`src/rtl/mal_pkg.sv`:
```
// ----------------------------------------------------------------------------
// mal_pkg
// shared types, codes and constants of the mac access list text loader
// ----------------------------------------------------------------------------
package mal_pkg;

   localparam int MAX_ENTRIES_DEF = 256;
   localparam int MAC_W           = 48;
   localparam int LINE_MAX        = 17;
   localparam int LEN_W           = 5;
   localparam int KW_COUNT        = 3;

   localparam logic [15:0] BUDGET_RST = 16'd51200;

   localparam logic [1:0] REQ_CHAR  = 2'd0;
   localparam logic [1:0] REQ_END   = 2'd1;
   localparam logic [1:0] REQ_START = 2'd2;
   localparam logic [1:0] REQ_NOP   = 2'd3;

   localparam logic [2:0] EV_STORED  = 3'd0;
   localparam logic [2:0] EV_MODE    = 3'd1;
   localparam logic [2:0] EV_FULL    = 3'd2;
   localparam logic [2:0] EV_END     = 3'd3;
   localparam logic [2:0] EV_INVALID = 3'd4;
   localparam logic [2:0] EV_BUDGET  = 3'd5;
   localparam logic [2:0] EV_NONE    = 3'd7;

   localparam logic [7:0] CH_LF    = 8'd10;
   localparam logic [7:0] CH_CR    = 8'd13;
   localparam logic [7:0] CH_SPACE = 8'd32;
   localparam logic [7:0] CH_DASH  = 8'h2D;
   localparam logic [7:0] CH_COLON = 8'h3A;
   localparam logic [7:0] CH_SEMI  = 8'h3B;
   localparam logic [7:0] CH_LC_A  = 8'd97;
   localparam logic [7:0] CH_LC_Z  = 8'd122;
   localparam logic [7:0] CH_CASE  = 8'd32;
   localparam logic [7:0] CH_0     = 8'h30;
   localparam logic [7:0] CH_9     = 8'h39;
   localparam logic [7:0] CH_UC_A  = 8'h41;
   localparam logic [7:0] CH_UC_F  = 8'h46;
   localparam logic [7:0] CH_HEX_A = 8'd55;

   // keyword text, index equals the mode code: off, allow, deny
   localparam logic [7:0] KW_TEXT [KW_COUNT][8] = '{
      '{8'h4F, 8'h46, 8'h46, 8'h00, 8'h00, 8'h00, 8'h00, 8'h00},
      '{8'h41, 8'h4C, 8'h4C, 8'h4F, 8'h57, 8'h00, 8'h00, 8'h00},
      '{8'h44, 8'h45, 8'h4E, 8'h59, 8'h00, 8'h00, 8'h00, 8'h00}
   };
   localparam logic [LEN_W-1:0] KW_LEN [KW_COUNT] = '{5'd3, 5'd5, 5'd4};

   typedef struct packed {
      logic       push;
      logic       clr_line;
      logic       clr_comment;
      logic [7:0] ch;
   } mal_scan_ctl_type;

   typedef struct packed {
      logic             nonempty;
      logic             kw_hit;
      logic [1:0]       kw_mode;
      logic             mac_ok;
      logic [MAC_W-1:0] mac;
   } mal_scan_stat_type;

   typedef struct packed {
      logic done;
      logic found;
   } mal_srch_stat_type;

endpackage

```
`src/rtl/mal_line_scan.sv`:
```
// ----------------------------------------------------------------------------
// mal_line_scan
// per character line parser: keyword match, mac format check and packing
// ----------------------------------------------------------------------------
module mal_line_scan
   import mal_pkg::*;
(
   input  logic              clock,
   input  logic              reset,
   input  mal_scan_ctl_type  ctl,
   output mal_scan_stat_type stat
);

   logic [LEN_W-1:0]    len_ff, len_in;
   logic [1:0]          col_ff, col_in;
   logic                comment_ff, comment_in;
   logic                fmt_ok_ff, fmt_ok_in;
   logic [KW_COUNT-1:0] kw_ok_ff, kw_ok_in;
   logic [MAC_W-1:0]    acc_ff, acc_in;

   logic [7:0] ch_a;
   logic [7:0] ch_u;
   logic       com_set;
   logic       keep;
   logic       is_hex;
   logic [7:0] nib_wide;
   logic       colon_pos;

   always_comb begin
      ch_a = (ctl.ch == CH_DASH) ? CH_COLON : ctl.ch;
      ch_u = (ch_a >= CH_LC_A && ch_a <= CH_LC_Z) ? ch_a - CH_CASE : ch_a;
      com_set = comment_ff | (ctl.ch == CH_SEMI);
      keep = ctl.push && !com_set && (ch_u != CH_SPACE) && (len_ff < LEN_W'(LINE_MAX));
      colon_pos = (col_ff == 2'd2);
      if (ch_u >= CH_0 && ch_u <= CH_9) begin
         is_hex = 1'b1;
         nib_wide = ch_u - CH_0;
      end else if (ch_u >= CH_UC_A && ch_u <= CH_UC_F) begin
         is_hex = 1'b1;
         nib_wide = ch_u - CH_HEX_A;
      end else begin
         is_hex = 1'b0;
         nib_wide = 8'd0;
      end

      len_in = len_ff;
      col_in = col_ff;
      fmt_ok_in = fmt_ok_ff;
      kw_ok_in = kw_ok_ff;
      acc_in = acc_ff;
      comment_in = comment_ff;

      if (ctl.clr_comment) begin
         comment_in = 1'b0;
      end else if (ctl.push) begin
         comment_in = com_set;
      end

      if (ctl.clr_line) begin
         len_in = '0;
         col_in = 2'd0;
         fmt_ok_in = 1'b1;
         kw_ok_in = '1;
      end else if (keep) begin
         len_in = len_ff + 1'b1;
         col_in = colon_pos ? 2'd0 : col_ff + 1'b1;
         fmt_ok_in = fmt_ok_ff & (colon_pos ? (ch_u == CH_COLON) : is_hex);
         if (!colon_pos && is_hex) begin
            acc_in = {acc_ff[MAC_W-5:0], nib_wide[3:0]};
         end
         for (int k = 0; k < KW_COUNT; k++) begin
            kw_ok_in[k] = kw_ok_ff[k] & (len_ff < KW_LEN[k]) &
                          (ch_u == KW_TEXT[k][len_ff[2:0]]);
         end
      end
   end

   always_ff @(posedge clock) begin
      if (reset) begin
         len_ff <= '0;
         col_ff <= 2'd0;
         comment_ff <= 1'b0;
         fmt_ok_ff <= 1'b1;
         kw_ok_ff <= '1;
      end else begin
         len_ff <= len_in;
         col_ff <= col_in;
         comment_ff <= comment_in;
         fmt_ok_ff <= fmt_ok_in;
         kw_ok_ff <= kw_ok_in;
      end
      acc_ff <= acc_in;
   end

   always_comb begin
      stat.nonempty = (len_ff != '0);
      stat.kw_hit = 1'b0;
      stat.kw_mode = 2'd0;
      for (int k = 0; k < KW_COUNT; k++) begin
         if (kw_ok_ff[k] && len_ff == KW_LEN[k]) begin
            stat.kw_hit = 1'b1;
            stat.kw_mode = 2'(k);
         end
      end
      stat.mac_ok = fmt_ok_ff && (len_ff == LEN_W'(LINE_MAX)) && !acc_ff[40];
      stat.mac = acc_ff;
   end

endmodule

```
`config.mk`:
```
export PLATFORM = sky130hd
export DESIGN_NAME = mal_line_scan
export DESIGN_NICKNAME = d
export VERILOG_FILES = /design/src/rtl/mal_pkg.sv /design/src/rtl/mal_line_scan.sv
export SDC_FILE = /design/constraint.sdc
export NUM_CORES = 1
export LEC_CHECK = 0
export BUFFER_PORTS_ARGS = -buffer_cell sky130_fd_sc_hd__buf_2
export CAP_MARGIN = 10
export CELL_PAD_IN_SITES_DETAIL_PLACEMENT = 1
export CELL_PAD_IN_SITES_GLOBAL_PLACEMENT = 1
export CORE_UTILIZATION = 25
export DETAILED_ROUTE_END_ITERATION = 8
export HOLD_SLACK_MARGIN = 0.15
export MAX_ROUTING_LAYER = met4
export PLACE_DENSITY = 0.53
export SYNTH_ARGS = -nofsm -noshare
export SYNTH_HDL_FRONTEND = slang
export SYNTH_SLANG_ARGS = --single-unit
```
`constraint.sdc`:
```
create_clock -name clock -period 5.19 [get_ports clock]
set_input_delay 0 -clock clock [delete_from_list [all_inputs] [get_ports clock]]
set_output_delay 0 -clock clock [all_outputs]
set_load 0.02 [all_outputs]
```
# [Word-level counts from Yosys, hierarchy flattened]
# Memory sizes are Yosys's and may differ from the RTL's.
# Cells that the tools add are included.
[classes] mux=17 n_reduce_logical=19 n_bitwise=10 n_mul=0 n_div=0 n_shift=0 addsub=5 eq_ne=12 order_cmp=11
[ops] op="$mux 8" n=8
[ops] op="$eq 8x6->1 const B" n=3
[ops] op="$eq 8x8->1" n=3
[ops] op="$ge 8x7->1 const B" n=2
[ops] op="$le 8x7->1 const B" n=2
[ops] op="$logic_and 1x1->1" n=12
[ops] op="$eq 5x3->1 const B" n=2
[ops] op="$lt 5x3->1 const B" n=2
[ops] op="$mux 3" n=3
[ops] op="$ge 8x6->1 const B" n=1
[ops] op="$le 8x6->1 const B" n=1
[ops] op="$mux 4" n=2
[ops] op="$ne 8x6->1 const B" n=1
[ops] op="$sub 8x6->8 const B" n=1
[ops] op="$and 1x1->1" n=7
[ops] op="$add 5x1->5 const B" n=1
[ops] op="$eq 5x2->1 const B" n=1
[ops] op="$eq 5x5->1 const B" n=1
[ops] op="$lt 5x2->1 const B" n=1
[ops] op="$lt 5x5->1 const B" n=1
[ops] op="$reduce_bool 5->1" n=1
[ops] op="$ge 4x4->1 const B" n=1
[ops] op="$not 3->4" n=1
[ops] op="$reduce_or 2->1" n=2
[ops] op="other kinds (10)" n=14
[totals] out_inout_bits=53 mem_count=3 ramBits=0 latchBits=0 rom_bits=192 regBits=60 word_cells=83 inputBits=13
[mem_list] memory="(name not given)" words=8 word_bits=8 rd=1 rd_clocked_by_memory_dff=0 wr=0 line_no="mal_line_scan.sv:73" rtl="(ch_u == KW_TEXT[k][len_ff[2:0]]);"
[mem_list] memory="(name not given)" words=8 word_bits=8 rd=1 rd_clocked_by_memory_dff=0 wr=0 line_no="mal_line_scan.sv:73"
[mem_list] memory="(name not given)" words=8 word_bits=8 rd=1 rd_clocked_by_memory_dff=0 wr=0 line_no="mal_line_scan.sv:73"

# [Logic depth before layout (Yosys ltp)]
[depth] ltp_word=11 mapped_depth=11 ltp_nobuf=11

# [Worst setup path after synthesis]
# Ideal clock, no wire load.
[synth_path] path_kind="input port to flip-flop" from="input ctl[0] (netlist name)" to="register acc_ff[0] (enable)" setup_time_ns=0.483 required_ns=4.707 path_buffers=1 slack_ns=0.719 t_arrival_ns=3.988 stages=8 cell_sequence="buf_1 > nand4_1 > o21ba_2 > ha_1 > nor3_1 > a221o_1 > and2_4 > nor4_2"
[synth_between] elab_chain_len=11 word_cells_on_any_way=24 cone_classes="1 x add/sub; 6 x order compare; 3 x eq/ne; 4 x mux; 1 x bitwise; 9 x reduce/logical"
[synth_rtl] element="start: declaration" line_no="mal_line_scan.sv:10" rtl="input mal_scan_ctl_type ctl,"
[synth_rtl] element="$eq 8x6->1" line_no="mal_line_scan.sv:30" rtl="ch_a = (ctl.ch == CH_DASH) ? CH_COLON : ctl.ch;"
[synth_rtl] element="$mux 8" line_no="mal_line_scan.sv:30"
[synth_rtl] element="$ge 8x7->1 or $le 8x7->1 (tied branches)" line_no="mal_line_scan.sv:31" rtl="ch_u = (ch_a >= CH_LC_A && ch_a <= CH_LC_Z) ? ch_a - CH_CASE : ch_a;"
[synth_rtl] element="$logic_and 1x1->1" line_no="mal_line_scan.sv:31"
[synth_rtl] element="$mux 8" line_no="mal_line_scan.sv:31"
[synth_rtl] element="$ge 8x7->1 or $le 8x7->1 (tied branches)" line_no="mal_line_scan.sv:38" rtl="end else if (ch_u >= CH_UC_A && ch_u <= CH_UC_F) begin"
[synth_rtl] element="$logic_and 1x1->1" line_no="mal_line_scan.sv:38"
[synth_rtl] element="$mux 1" line_no="mal_line_scan.sv:38"
[synth_rtl] element="$mux 1" line_no="mal_line_scan.sv:35" rtl="if (ch_u >= CH_0 && ch_u <= CH_9) begin"
[synth_rtl] element="$logic_and 1x1->1" line_no="mal_line_scan.sv:68" rtl="if (!colon_pos && is_hex) begin"
[synth_rtl] element="$reduce_and 3->1 (no line) *"
[synth_rtl] element="end signal: assignment" line_no="mal_line_scan.sv:92" rtl="acc_ff <= acc_in;"
[synth_rtl] element="end: declaration" line_no="mal_line_scan.sv:19" rtl="logic [MAC_W-1:0] acc_ff, acc_in;"
# Mark *: on every way between the ends. The rest lies on a longest branch, timed or not.
# A chain may end at the register's enable or synchronous reset.

# [Worst setup path after layout]
[layout_path] from="register len_ff[2]" to="register acc_ff[46] (enable)"
[layout_between] elab_chain_len=3
[layout_rtl] element="start: declaration" line_no="mal_line_scan.sv:14" rtl="logic [LEN_W-1:0] len_ff, len_in;"
[layout_rtl] element="start signal: assignment" line_no="mal_line_scan.sv:86" rtl="len_ff <= len_in;"
[layout_rtl] element="$lt 5x5->1" line_no="mal_line_scan.sv:33" rtl="keep = ctl.push && !com_set && (ch_u != CH_SPACE) && (len_ff < LEN_W'(LINE_MAX));"
[layout_rtl] element="$logic_and 1x1->1" line_no="mal_line_scan.sv:33"
[layout_rtl] element="$reduce_and 3->1 (no line)"
# No other way between the ends.

==> results.py <==
metrics = {
    "global_routing": {
        "grt_pass1_wl_mm": 10.25,
        "met3_usage": 0.02474,
        "grt_pass1_vias": 1910,
        "antenna_found_initial": 0,
        "top_usage_layer": "met2",
        "grt_use_met1": 0.1576,
        "grt_usage": 0.1228,
        "use_met2": 0.1914,
        "grt-ovfl-total": 0,
        "grt_start_max_net_pins": 49,
    },
    "placed_design": {
        "placed_cells": 411,
        "pre_cts_slack_ns": 2.421,
        "dp_hpwl_mm": 4.814,
        "gp_congestion": 0.8012,
        "io_buffers": 65,
    },
    "pwr": {
        "finalPower_uw": 1097,
        "p_per_area_mw_per_mm2": 319.0,
        "ir_drop_v": 0.0001311,
        "p_leak_uw": 0.001260,
    },
    "clock_network": {
        "cts_max_level": 3,
        "cts_made_buffers": 9,
        "clk_latency_ns": 0.32,
        "clockRootBuffer": "clkbuf_8",
        "clkTransAtPathRegs_ns": 0.06,
        "cts_setup_buffers": 0,
        "tritoncts": "yes",
        "cts.sinks": 60,
        "clockBufferDepth": 2,
    },
    "floorplanning": {
        "dieWidth_um": 105.8,
        "die_h_um": 105.8,
        "die-area_mm2": 0.01118,
        "boundaryPins": 66,
        "coreArea_mm2": 0.01037,
        "placementRows": 37,
        "start_util": 0.2595,
    },
    "sta": {
        "drv_slew": 0,
        "tightestPinTransition_ns": 0.6126,
        "period_needed_ns": 2.622,
        "setup_slack_ns": 2.568,
        "fin_setup_tns_ns": 0,
        "finalSetupViolations": 0,
        "clock_skew_ns": 0.01009,
        "period_share": 0.5053,
        "max_slew_margin": 0.5897,
        "finalHoldViolCount": 0,
        "max_freq_mhz": 381.3,
        "rsz0062_at_grt": "false",
    },
    "layout": {
        "layout.nets": 311,
        "fin_util": 0.3317,
        "areaGrowthSynthToFinish_pct": 27.80,
        "fin_cells": 430,
        "drive_gt1_frac": 0.3231,
        "nFillCells": 1165,
        "antenna-diode-count": 0,
    },
    "flow_run": {
        "maxCapViolations": 0,
    },
    "route": {
        "dr.pass1.iters": 5,
        "vias": 1955,
        "viasPerCell": 4.547,
        "route.detailed.wl_per_inst_um": 15.21,
        "routed_wl_mm": 6.540,
        "drc_errors": 0,
        "drtIter0Drc": 68,
        "ant_nets": 0,
    },
    "worst_setup_path": {
        "crit_required_ns": 5.14,
        "critPathMaxFanout": 48,
        "worstSetupStartpointType": "register",
        "cp.arrival_ns": 2.57,
        "end_kind": "register",
        "crit_type": "register to register",
    },
    "synthesis": {
        "yosysWarnings": 0,
        "yosys_register_bits": 60,
        "yosysMostFrequentCell": "edfxtp_1",
        "netlist_area_mm2": 0.002691,
        "synth.top_cells.by_count": "edfxtp_1, nand2_1, a21oi_1, nor2_1, dfxtp_1",
        "synth_top_area_frac": 0.5356,
        "synth_cell_types": 57,
        "yosysSeqAreaShare": 0.6248,
        "synth-edff-count": 48,
        "synthFlopType": "edfxtp_1",
        "synth.area.top_cells": "edfxtp_1, dfxtp_1, ha_1, a21oi_1, xnor2_1",
        "synth_nets": 239,
        "yosys.area.top_type": "edfxtp_1",
        "async_reset_ff_frac": 0,
        "syn_avg_cell_area_um2": 12.40,
        "syn-instance-count": 217,
    },
    "run_status": {
        "status": "complete, no violations",
    },
    "hold_path": {
        "hold_path_class": "input pin to register",
    },
}
==> where the power goes <==
| group | internal [uW] | switching, uW | total (uW) | leakage (uW) |
|---|---|---|---|---|
| logic | 26.8 | 46.1 | 73.0 | 0.000622 |
| clock network | 320 | 179 | 499 | 0.000117 |
| registers | 520 | 4.96 | 525 | 0.000521 |
| total | 867 | 230 | 1100 | 0.00126 |
==> through the flow <==
| stage | instance area (um^2) | hold slack, ns |
|---|---|---|
| after floorplan | 2691 | 0.07679 |
| after global placement | 3171 | 0.1681 |
| after detailed placement | 3171 | 0.1721 |
| after CTS | 3440 | 0.1502 |
| after global routing | 3440 | 0.1834 |
| final | 3440 | 0.1764 |
==> layer usage <==
layer / vias to the layer above / part of all wire
li1: 969 / -
met1: 941 / 0.48
met2: 43 / 0.48
met3: 2 / 0.031
met4: 0 / 0.0083
met5: - / 0
==> path summary, 6_finish.rpt <==
| check | start | to | cells after the start | slack, ns |
|---|---|---|---|---|
| worst min register to register | acc_ff[26]$_DFFE_PP_ | acc_ff[30]$_DFFE_PP_ | 0 | 0.45 |
| worst max register to register | len_ff[2]$_SDFFE_PP0P_ | acc_ff[46]$_DFFE_PP_ | 6 | 2.57 |
| worst max-delay path | len_ff[2]$_SDFFE_PP0P_ | acc_ff[46]$_DFFE_PP_ | 6 | 2.57 |
| worst min-delay path | ctl[9] | col_ff[0]$_SDFFE_PP0P_ | 3 | 0.18 |
==> sequential cells by signal (all words and copies together) (netlist names) <==
name        cells
kw_ok_ff        3
col_ff          2
comment_ff      1
len_ff          5
acc_ff         48
fmt_ok_ff       1
==> logic make-up after synthesis <==
family                   Yosys count  synth area share
XOR/XNOR                          10           0.03255
buffers and inverters             20           0.02975
multiplexers                       2          0.007903
flip-flops                        60            0.6248
adder cells (fa/ha/maj)            9           0.04184
AND/OR/NAND/NOR                   67            0.1437
AO/OA/AOI/OAI                     49            0.1195
==> timing repair <==
item                                   CTS  global route
hold buffers                             3             0
endpoints found under the hold margin    2             0
resized for setup                        0             0
==> worst max-delay path: stages (launching register included) <==
cell and delay, ns:
dfxtp_1 0.45, o41ai_1 0.40, nand3b_1 0.17, nor3_4 0.37, inv_4 0.11, nor4_4 0.21
buf_4 0.52
==> layout by cell type, fill, tap and decap left out, types with 4 or more instances in the layout <==
| cell type | instances |
|---|---|
| inv_1 | 9 |
| nor3_1 | 6 |
| o21ai_0 | 10 |
| buf_2 | 65 |
| a21oi_1 | 14 |
| edfxtp_1 | 48 |
| clkbuf_8 | 9 |
| ha_1 | 9 |
| dfxtp_1 | 12 |
| a31oi_1 | 4 |
| nand3_1 | 6 |
| nand2_1 | 16 |
| xnor2_1 | 7 |
| nor2_1 | 14 |
==> final cells by class <==
cell class	instances	area [um^2]	area share
Tap cell	136	170.2	0.04947
Multi-Input combinational cell	137	938.4	0.2728
Clock buffer	10	127.6	0.03710
Inverter	12	47.55	0.01382
Timing Repair Buffer	69	362.8	0.1055
Sequential cell	60	1682	0.4889
Clock inverter	6	111.4	0.03238
Power figures use the tool's default switching activity.
